===== config.mk =====
export PLATFORM = sky130hd
export DESIGN_NAME = rgb_sequence_command_parser
export DESIGN_NICKNAME = d
export VERILOG_FILES = /design/src/rtl/rsp_pkg.sv /design/src/rtl/rsp_in_stage.sv /design/src/rtl/rsp_parser.sv /design/src/rtl/rsp_out_stage.sv /design/src/rtl/rgb_sequence_command_parser.sv
export VERILOG_INCLUDE_DIRS = /design/src /design/src/rtl
export SDC_FILE = /design/constraint.sdc
export NUM_CORES = 1
export LEC_CHECK = 0
export BUFFER_PORTS_ARGS = -buffer_cell sky130_fd_sc_hd__buf_2
export CAP_MARGIN = 25
export CORE_MARGIN = 1
export CORE_UTILIZATION = 25
export DETAILED_ROUTE_END_ITERATION = 10
export RECOVER_POWER = 100
export SLEW_MARGIN = 20
export SYNTH_ARGS = -nofsm -noshare
export SYNTH_HDL_FRONTEND = slang
export SYNTH_SLANG_ARGS = --single-unit

===== constraint.sdc =====
create_clock -name aclk -period 4.6 [get_ports aclk]
set_input_delay 0.92 -clock aclk [delete_from_list [all_inputs] [get_ports aclk]]
set_output_delay 0.92 -clock aclk [all_outputs]
set_load 0.03 [all_outputs]

===== src/rtl/rgb_sequence_command_parser_macros.svh =====
// Assertion macros shared by the parser RTL.
`ifndef RGB_SEQUENCE_COMMAND_PARSER_MACROS_SVH
`define RGB_SEQUENCE_COMMAND_PARSER_MACROS_SVH

// Same-cycle implication, checked outside reset.
`define RSP_ASSERT_NOW(label, clk, rstn, ante, cons, msg) \
    label: assert property (@(posedge clk) disable iff (!(rstn)) (ante) |-> (cons)) \
        else $error(msg);

// Next-cycle implication, checked outside reset.
`define RSP_ASSERT_NEXT(label, clk, rstn, ante, cons, msg) \
    label: assert property (@(posedge clk) disable iff (!(rstn)) (ante) |=> (cons)) \
        else $error(msg);

`endif


===== src/rtl/rsp_pkg.sv =====
package rsp_pkg;

    // Parser phases.
    typedef enum logic [2:0] {
        PH_INITIAL = 3'd0,
        PH_PROFILE = 3'd1,
        PH_DELAY   = 3'd2,
        PH_COLOR   = 3'd3,
        PH_DONE    = 3'd4
    } phase_t;

    // Result codes.
    typedef enum logic [1:0] {
        RES_NEXT   = 2'd0,
        RES_ACCEPT = 2'd1,
        RES_ERROR  = 2'd2
    } res_t;

    // Request kinds.
    typedef enum logic [1:0] {
        REQ_NONE  = 2'd0,
        REQ_CAPS  = 2'd1,
        REQ_PRINT = 2'd2,
        REQ_SET   = 2'd3
    } req_t;

    localparam int DELAY_W   = 27;
    localparam int COLOR_W   = 24;
    localparam int DIGIT_W   = 4;
    localparam int SEQLEN_W  = 5;
    localparam int INDEX_W   = 4;

    localparam logic [DIGIT_W-1:0] COLOR_DIGITS = 4'd6;

    localparam logic [7:0] CHAR_SPACE = 8'h20;
    localparam logic [7:0] CHAR_S     = 8'h53;
    localparam logic [7:0] CHAR_C     = 8'h43;
    localparam logic [7:0] CHAR_L     = 8'h4C;
    localparam logic [7:0] CHAR_T     = 8'h54;
    localparam logic [7:0] CHAR_HASH  = 8'h23;
    localparam logic [7:0] CHAR_CR    = 8'h0D;
    localparam logic [7:0] CHAR_LF    = 8'h0A;

    // One result item.
    typedef struct packed {
        res_t                  result_code;
        req_t                  request_kind;
        logic [SEQLEN_W-1:0]   sequence_length;
        logic                  entry_valid;
        logic [INDEX_W-1:0]    entry_index;
        logic [DELAY_W-1:0]    entry_delay;
        logic [7:0]            entry_red;
        logic [7:0]            entry_green;
        logic [7:0]            entry_blue;
    } result_t;

    // Flow control between the input register and the result register.
    typedef struct packed {
        logic advance;
        logic out_free;
    } flow_t;

endpackage


===== src/rtl/rsp_in_stage.sv =====
module rsp_in_stage (
    input  logic        aclk,
    input  logic        aresetn,
    input  logic        s_valid,
    output logic        s_ready,
    input  logic [7:0]  s_char_in,
    input  rsp_pkg::flow_t flow,
    output logic        full,
    output logic [7:0]  char_out
);

    logic       valid_reg;
    logic       valid_next;
    logic [7:0] char_reg;

    // The register takes a new character when empty or when its item moves on.
    assign s_ready  = !valid_reg || flow.advance;
    assign full     = valid_reg;
    assign char_out = char_reg;

    always_comb begin
        valid_next = valid_reg;
        if (s_valid && s_ready) begin
            valid_next = 1'b1;
        end else if (flow.advance) begin
            valid_next = 1'b0;
        end
    end

    always_ff @(posedge aclk) begin
        if (!aresetn) begin
            valid_reg <= 1'b0;
        end else begin
            valid_reg <= valid_next;
        end
    end

    // Payload is loaded on every input transfer.
    always_ff @(posedge aclk) begin
        if (s_valid && s_ready) begin
            char_reg <= s_char_in;
        end
    end

endmodule


===== src/rtl/rsp_parser.sv =====
`include "rgb_sequence_command_parser_macros.svh"

module rsp_parser #(
    parameter int MAX_ENTRIES      = 16,
    parameter int MAX_DELAY_DIGITS = 8
) (
    input  logic             aclk,
    input  logic             aresetn,
    input  logic             step,
    input  logic [7:0]       char_in,
    output rsp_pkg::result_t res
);

    localparam int CNT_W = $clog2(MAX_ENTRIES + 1);
    localparam logic [CNT_W-1:0] CNT_MAX = CNT_W'(MAX_ENTRIES);
    localparam logic [rsp_pkg::DIGIT_W-1:0] DELAY_DIGITS_MAX =
        rsp_pkg::DIGIT_W'(MAX_DELAY_DIGITS);

    rsp_pkg::phase_t                  phase_reg, phase_next;
    logic [CNT_W-1:0]                 count_reg, count_next;
    logic [rsp_pkg::DELAY_W-1:0]      delay_reg, delay_next;
    logic [rsp_pkg::COLOR_W-1:0]      color_reg, color_next;
    logic [rsp_pkg::DIGIT_W-1:0]      digits_reg, digits_next;
    rsp_pkg::req_t                    request_reg, request_next;

    logic                             is_crlf;
    logic                             is_dec;
    logic [4:0]                       nib;
    logic [rsp_pkg::DELAY_W-1:0]      delay_acc;
    logic [rsp_pkg::COLOR_W-1:0]      color_acc;
    logic [rsp_pkg::DIGIT_W-1:0]      digits_inc;

    // Nibble value of a hex character, 16 when it is not a hex digit.
    function automatic logic [4:0] hex_value(input logic [7:0] c);
        logic [4:0] v;
        if (c >= 8'h30 && c <= 8'h39) begin
            v = {1'b0, c[3:0]};
        end else if ((c >= 8'h61 && c <= 8'h66) || (c >= 8'h41 && c <= 8'h46)) begin
            v = 5'(c[3:0]) + 5'd9;
        end else begin
            v = 5'd16;
        end
        return v;
    endfunction

    // Character classes and the accumulator updates.
    assign is_crlf    = (char_in == rsp_pkg::CHAR_CR) || (char_in == rsp_pkg::CHAR_LF);
    assign is_dec     = (char_in >= 8'h30) && (char_in <= 8'h39);
    assign nib        = hex_value(char_in);
    assign delay_acc  = (delay_reg << 3) + (delay_reg << 1)
                        + rsp_pkg::DELAY_W'(char_in[3:0]);
    assign color_acc  = {color_reg[rsp_pkg::COLOR_W-5:0], nib[3:0]};
    assign digits_inc = digits_reg + 1'b1;

    // Next state and the result for the character in the input register.
    always_comb begin
        phase_next   = phase_reg;
        count_next   = count_reg;
        delay_next   = delay_reg;
        color_next   = color_reg;
        digits_next  = digits_reg;
        request_next = request_reg;
        res          = '0;
        res.result_code = rsp_pkg::RES_NEXT;

        if (char_in != rsp_pkg::CHAR_SPACE) begin
            unique case (phase_reg)
                rsp_pkg::PH_INITIAL: begin
                    if (char_in == rsp_pkg::CHAR_S) begin
                        count_next = '0;
                        phase_next = rsp_pkg::PH_PROFILE;
                    end else if (char_in == rsp_pkg::CHAR_C) begin
                        request_next = rsp_pkg::REQ_CAPS;
                        phase_next   = rsp_pkg::PH_DONE;
                    end else begin
                        res.result_code = rsp_pkg::RES_ERROR;
                    end
                end
                rsp_pkg::PH_PROFILE: begin
                    if (char_in == rsp_pkg::CHAR_L || char_in == rsp_pkg::CHAR_T) begin
                        delay_next  = '0;
                        digits_next = '0;
                        phase_next  = rsp_pkg::PH_DELAY;
                    end else if (is_crlf) begin
                        request_next = (count_reg == '0) ? rsp_pkg::REQ_PRINT
                                                         : rsp_pkg::REQ_SET;
                        phase_next      = rsp_pkg::PH_INITIAL;
                        res.result_code = rsp_pkg::RES_ACCEPT;
                    end else begin
                        phase_next      = rsp_pkg::PH_INITIAL;
                        res.result_code = rsp_pkg::RES_ERROR;
                    end
                end
                rsp_pkg::PH_DELAY: begin
                    if (is_dec) begin
                        if (digits_reg >= DELAY_DIGITS_MAX) begin
                            phase_next      = rsp_pkg::PH_INITIAL;
                            res.result_code = rsp_pkg::RES_ERROR;
                        end else begin
                            delay_next  = delay_acc;
                            digits_next = digits_inc;
                        end
                    end else if (char_in == rsp_pkg::CHAR_HASH) begin
                        color_next  = '0;
                        digits_next = '0;
                        phase_next  = rsp_pkg::PH_COLOR;
                    end
                end
                rsp_pkg::PH_COLOR: begin
                    if (!nib[4]) begin
                        color_next  = color_acc;
                        digits_next = digits_inc;
                        if (digits_inc >= rsp_pkg::COLOR_DIGITS) begin
                            if (count_reg >= CNT_MAX) begin
                                phase_next      = rsp_pkg::PH_INITIAL;
                                res.result_code = rsp_pkg::RES_ERROR;
                            end else begin
                                res.entry_valid = 1'b1;
                                res.entry_index = rsp_pkg::INDEX_W'(count_reg);
                                res.entry_delay = delay_reg;
                                res.entry_red   = color_acc[23:16];
                                res.entry_green = color_acc[15:8];
                                res.entry_blue  = color_acc[7:0];
                                count_next      = count_reg + 1'b1;
                                phase_next      = rsp_pkg::PH_PROFILE;
                            end
                        end
                    end else begin
                        phase_next      = rsp_pkg::PH_INITIAL;
                        res.result_code = rsp_pkg::RES_ERROR;
                    end
                end
                rsp_pkg::PH_DONE: begin
                    phase_next      = rsp_pkg::PH_INITIAL;
                    res.result_code = is_crlf ? rsp_pkg::RES_ACCEPT : rsp_pkg::RES_ERROR;
                end
                default: begin
                    phase_next      = rsp_pkg::PH_INITIAL;
                    res.result_code = is_crlf ? rsp_pkg::RES_ACCEPT : rsp_pkg::RES_ERROR;
                end
            endcase
        end

        res.request_kind    = request_next;
        res.sequence_length = rsp_pkg::SEQLEN_W'(count_next);
    end

    // Parser state advances once per character that moves to the result register.
    always_ff @(posedge aclk) begin
        if (!aresetn) begin
            phase_reg   <= rsp_pkg::PH_INITIAL;
            count_reg   <= '0;
            delay_reg   <= '0;
            color_reg   <= '0;
            digits_reg  <= '0;
            request_reg <= rsp_pkg::REQ_NONE;
        end else if (step) begin
            phase_reg   <= phase_next;
            count_reg   <= count_next;
            delay_reg   <= delay_next;
            color_reg   <= color_next;
            digits_reg  <= digits_next;
            request_reg <= request_next;
        end
    end

    `RSP_ASSERT_NOW(a_count_bound, aclk, aresetn, 1'b1, count_reg <= CNT_MAX,
        "Entry count exceeds the sequence limit.")
    `RSP_ASSERT_NOW(a_delay_digits, aclk, aresetn, phase_reg == rsp_pkg::PH_DELAY,
        digits_reg <= DELAY_DIGITS_MAX, "Delay digit count exceeds its limit.")
    `RSP_ASSERT_NEXT(a_hold_no_step, aclk, aresetn, !step,
        $stable(phase_reg) && $stable(count_reg), "Parser state moved without a step.")

endmodule


===== src/rtl/rsp_out_stage.sv =====
module rsp_out_stage (
    input  logic             aclk,
    input  logic             aresetn,
    input  logic             in_full,
    input  rsp_pkg::result_t res_in,
    input  logic             m_ready,
    output logic             m_valid,
    output rsp_pkg::result_t res_out,
    output rsp_pkg::flow_t   flow
);

    logic             valid_reg;
    logic             valid_next;
    rsp_pkg::result_t res_reg;

    // A result moves in when the register is empty or is being drained.
    assign flow.out_free = !valid_reg || m_ready;
    assign flow.advance  = in_full && flow.out_free;
    assign m_valid       = valid_reg;
    assign res_out       = res_reg;

    always_comb begin
        valid_next = valid_reg;
        if (flow.advance) begin
            valid_next = 1'b1;
        end else if (m_ready) begin
            valid_next = 1'b0;
        end
    end

    always_ff @(posedge aclk) begin
        if (!aresetn) begin
            valid_reg <= 1'b0;
        end else begin
            valid_reg <= valid_next;
        end
    end

    // Result payload.
    always_ff @(posedge aclk) begin
        if (flow.advance) begin
            res_reg <= res_in;
        end
    end

endmodule


===== src/rtl/rgb_sequence_command_parser.sv =====
// Channel  | Direction | Handshake         | Payload
// s_       | in        | s_valid / s_ready | s_char_in[7:0]
// m_       | out       | m_valid / m_ready | result code, request kind, length, entry fields
//
// One character per clock is sustained while m_ready is high; a character passes
// through an input register and then the result register, with the parse logic between them.
// Reset (aresetn low at a clock edge) empties both registers and returns the
// parser to its initial phase with no request and no entries.
// While m_ready is low the result holds; the input register then fills and
// s_ready drops until the result transfer completes.

`include "rgb_sequence_command_parser_macros.svh"

module rgb_sequence_command_parser #(
    parameter int MAX_ENTRIES      = 16,
    parameter int MAX_DELAY_DIGITS = 8
) (
    input  logic        aclk,
    input  logic        aresetn,
    input  logic        s_valid,
    output logic        s_ready,
    input  logic [7:0]  s_char_in,
    output logic        m_valid,
    input  logic        m_ready,
    output logic [1:0]  m_result_code,
    output logic [1:0]  m_request_kind,
    output logic [4:0]  m_sequence_length,
    output logic        m_entry_valid,
    output logic [3:0]  m_entry_index,
    output logic [26:0] m_entry_delay,
    output logic [7:0]  m_entry_red,
    output logic [7:0]  m_entry_green,
    output logic [7:0]  m_entry_blue
);

    rsp_pkg::flow_t   flow;
    rsp_pkg::result_t res_comb;
    rsp_pkg::result_t res_out;
    logic             in_full;
    logic [7:0]       char_q;

    rsp_in_stage u_in (
        .aclk      (aclk),
        .aresetn   (aresetn),
        .s_valid   (s_valid),
        .s_ready   (s_ready),
        .s_char_in (s_char_in),
        .flow      (flow),
        .full      (in_full),
        .char_out  (char_q)
    );

    rsp_parser #(
        .MAX_ENTRIES      (MAX_ENTRIES),
        .MAX_DELAY_DIGITS (MAX_DELAY_DIGITS)
    ) u_parser (
        .aclk    (aclk),
        .aresetn (aresetn),
        .step    (flow.advance),
        .char_in (char_q),
        .res     (res_comb)
    );

    rsp_out_stage u_out (
        .aclk    (aclk),
        .aresetn (aresetn),
        .in_full (in_full),
        .res_in  (res_comb),
        .m_ready (m_ready),
        .m_valid (m_valid),
        .res_out (res_out),
        .flow    (flow)
    );

    // Result fields to the output ports.
    assign m_result_code     = res_out.result_code;
    assign m_request_kind    = res_out.request_kind;
    assign m_sequence_length = res_out.sequence_length;
    assign m_entry_valid     = res_out.entry_valid;
    assign m_entry_index     = res_out.entry_index;
    assign m_entry_delay     = res_out.entry_delay;
    assign m_entry_red       = res_out.entry_red;
    assign m_entry_green     = res_out.entry_green;
    assign m_entry_blue      = res_out.entry_blue;

    `RSP_ASSERT_NOW(a_stall_blocks_input, aclk, aresetn, in_full && m_valid && !m_ready,
        !s_ready, "Input taken while the pipeline is stalled.")
    `RSP_ASSERT_NOW(a_entry_code, aclk, aresetn, m_valid && m_entry_valid,
        m_result_code == rsp_pkg::RES_NEXT, "Completed entry carries a non-pending code.")
    `RSP_ASSERT_NOW(a_entry_zero, aclk, aresetn, m_valid && !m_entry_valid,
        m_entry_delay == '0 && m_entry_index == '0 && m_entry_red == '0,
        "Entry fields are not cleared without an entry.")

endmodule

==> out/qor.yml <==
outcome: "finished clean"
switching_share_pct: 25.3
layout_commonest_cell: "edfxtp_1"
crit_required_ns: 4.91
synth_xor_area_share_pct: 1.89
synth_area_sq_mm: 0.00740
hold_start: "u_parser.color_reg[16]$_SDFFE_PN0P_"
pwr-share-comb_pct: 4.9
yosysWarnings: 0
start_util_pct: 25.6
power_density_mw_per_mm2: 328
vias: 5657
reg2reg_slack_ns: 0.69
setup-violations-final: 0
tightestPinTransition_ns: 1.36
nets: 851
sequentialPowerShare_pct: 47.1
crit_buf_inv: 2
grt_use_total_pct: 11.6
relSlewSlack_pct: 7.23
startpoint_type: "register"
synth-compound-area-share_pct: 17.8
critical_path_depth: 10
p_int_mw: 2.11
fin_crit_sh_pct: 84.9
grt_max_degree: 59
p_leak_nw: 3.41
whs_path_depth: 1
grt_pass1_vias: 5470
ff2ff_path_depth: 10
path_clk_slew_ns: 0.06
tns_ns: 0
cap_violations: 0
drt_iter0_markers: 417
synth-edff-count: 73
power_mw: 2.82
hold_path_class: "reg2reg"
power_switching_mw: 0.715
clkPwrFrac_pct: 48.1
postSynth.asyncResetShare_pct: 0
r2r_start: "u_in.char_out[3]$_DFFE_PP_"
synth_ff_type: "edfxtp_1"
critical-path-top-delay-family: "compound AO/OA/AOI/OAI gates"
wl_per_cell_um: 14.9
dieWidth_um: 174
syn-num-nets: 784
finish.utilization_pct: 29.7
post_synth_num_cell_types: 75
yosys-mux-area-fraction_pct: 1.22
core_sq_mm: 0.0289
hold_violations: 0
largest_reg_flops: 65
vdd_ir_drop_max_v: 0.000174
via_per_inst: 4.81
synth-seq-area-share_pct: 46.7
crit_chain: "inv_1 > fa_1 > inv_1 > ha_1 > a211oi_1 > o21ai_0 > o21ai_0 > a21oi_1 > or3_1 > a32o_1"
antenna_found_initial: 2
synth-seq-cells: 136
crit_slowest_cell: "o21ai_0"
dp.cells: 1144
cts_resized: 0
die_h_um: 174
drtAntennaViolNets: 0
final_cells: 1177
cp_slowest_stage_delay_ns: 0.77
drive_above_1_share_pct: 7.07
area_growth_pct: 16.2
period_minus_slack_ns: 3.91
rsz0062_at_grt: "no"
ctsRootBufferMaster: "clkbuf_16"
end_kind: "register"
grt_pass1_wl_um: 28300
drc: 0
cp_max_fo: 9
crit_arrival_ns: 4.22
numCtsBuffers: 17
cts.sinks: 136
mostFrequentLayoutCells: "73 x edfxtp_1, 71 x clkbuf_1, 63 x dfxtp_1"
die_area_sq_mm: 0.0303
overflow: 0
syn_inst: 712
worstSetupPathType: "reg2reg"
fp-row-count: 62
max_freq_mhz: 256
io_pins: 79
drtPass1Iterations: 5
globalplace.congestion: 0.841
port_buffers: 78
syn-mean-instance-area_sq_um: 10.4
dp_hpwl_um: 12400
fillerInstances: 3007
synth_top_family_by_area: "simple AND/OR/NAND/NOR gates"
cts_buffer_depth: 2
hold-path-endpoint: "u_parser.color_reg[16]$_SDFFE_PN0P_"
drv_slew: 0
yosys.area_share.simple_pct: 18.6
synth-adder-area-share_pct: 10.4
clock_latency_ns: 0.42
timing.rr.end: "u_parser.delay_reg[21]$_SDFFE_PN0P_"
cts_setup_buffers: 0
wirelength_um: 17500
postCtsHoldBufs: 0
clock_skew_ns: 0.0141
cts_tree: "done"
htreeDepth: 4
-- worst max-delay path by stage --
stage | startpoint | end | slack [ns]
floorplan | m_ready | u_parser.delay_reg[26]$_SDFFE_PN0P_ | 0.33
global placement | u_in.char_out[3]$_DFFE_PP_ | u_parser.delay_reg[21]$_SDFFE_PN0P_ | 0.93
detailed placement | u_in.char_out[3]$_DFFE_PP_ | u_parser.delay_reg[21]$_SDFFE_PN0P_ | 0.85
CTS | u_in.char_out[3]$_DFFE_PP_ | u_parser.delay_reg[21]$_SDFFE_PN0P_ | 0.82
global route | u_in.char_out[3]$_DFFE_PP_ | u_parser.delay_reg[17]$_SDFFE_PN0P_ | 0.39
finish | u_in.char_out[3]$_DFFE_PP_ | u_parser.delay_reg[21]$_SDFFE_PN0P_ | 0.69
-- cells in the mapped netlist (all sizes together), types with 10 or more instances --
cell / instances / area, sq um
a21o: 11 / 82.6
a21oi: 42 / 214
a22o: 17 / 149
and3: 57 / 357
buf: 15 / 95.1
clkbuf: 20 / 75.1
dfxtp: 63 / 1260
edfxtp: 73 / 2190
ha: 58 / 726
inv: 24 / 90.1
nand2: 52 / 198
nand3: 13 / 65.1
nand4: 11 / 68.8
nor2: 42 / 160
nor2b: 10 / 62.6
nor3: 13 / 76.3
o21ai: 39 / 195
xnor2: 11 / 96.3
-- final cells by class --
class | instances | area [sq um] | share of cell area, %
clock inverters | 15 | 159 | 1.85
well taps | 384 | 480 | 5.59
flip-flops and latches | 136 | 3450 | 40.2
repair buffers | 83 | 332 | 3.86
clock buffers | 17 | 425 | 4.95
inverters | 24 | 90.1 | 1.05
diodes | 1 | 2.50 | 0.0291
multi-input cells | 517 | 3650 | 42.5
-- logic make-up (layout without fill, tap and decap cells) --
family	after synthesis	after routing
buf+inv	59	139
fa+ha+maj	60	60
mux	9	9
simple gates	249	249
xor+xnor	16	16
other cells	0	1
flops	136	136
compound gates	183	183
-- per-stage QoR --
step | setup WS (ns) | instance area [sq um] | hold WS [ns]
global route | 0.392 | 8590 | 0.487
CTS | 0.825 | 8730 | 0.474
global placement | 0.928 | 8140 | 0.453
floorplan | 0.332 | 7400 | 0.441
finish | 0.694 | 8590 | 0.470
detailed placement | 0.852 | 8140 | 0.461
-- metal layers --
metal | part of all wire, % | routed length [um] | track usage [%] | up-vias
met5 | 0.097 | 17 | 0 | -
met4 | 1.7 | 304 | 4.17 | 2
met3 | 3.9 | 686 | 2.27 | 24
met2 | 46 | 7960 | 18.8 | 134
met1 | 49 | 8510 | 15.4 | 2665
li1 | - | - | - | 2832
-- power by group through the flow --
stage          Combinational, mW  Clock (mW)  Sequential (mW)
3_5_place_dp               0.148           0             1.35
6_report                   0.137        1.36             1.33
5_1_grt                    0.146        1.44             1.33
2_1_floorplan             0.0490           0             1.41
3_3_place_gp               0.147           0             1.35
4_1_cts                    0.148        1.39             1.33
Note: power is estimated with default switching activity, not from simulation.
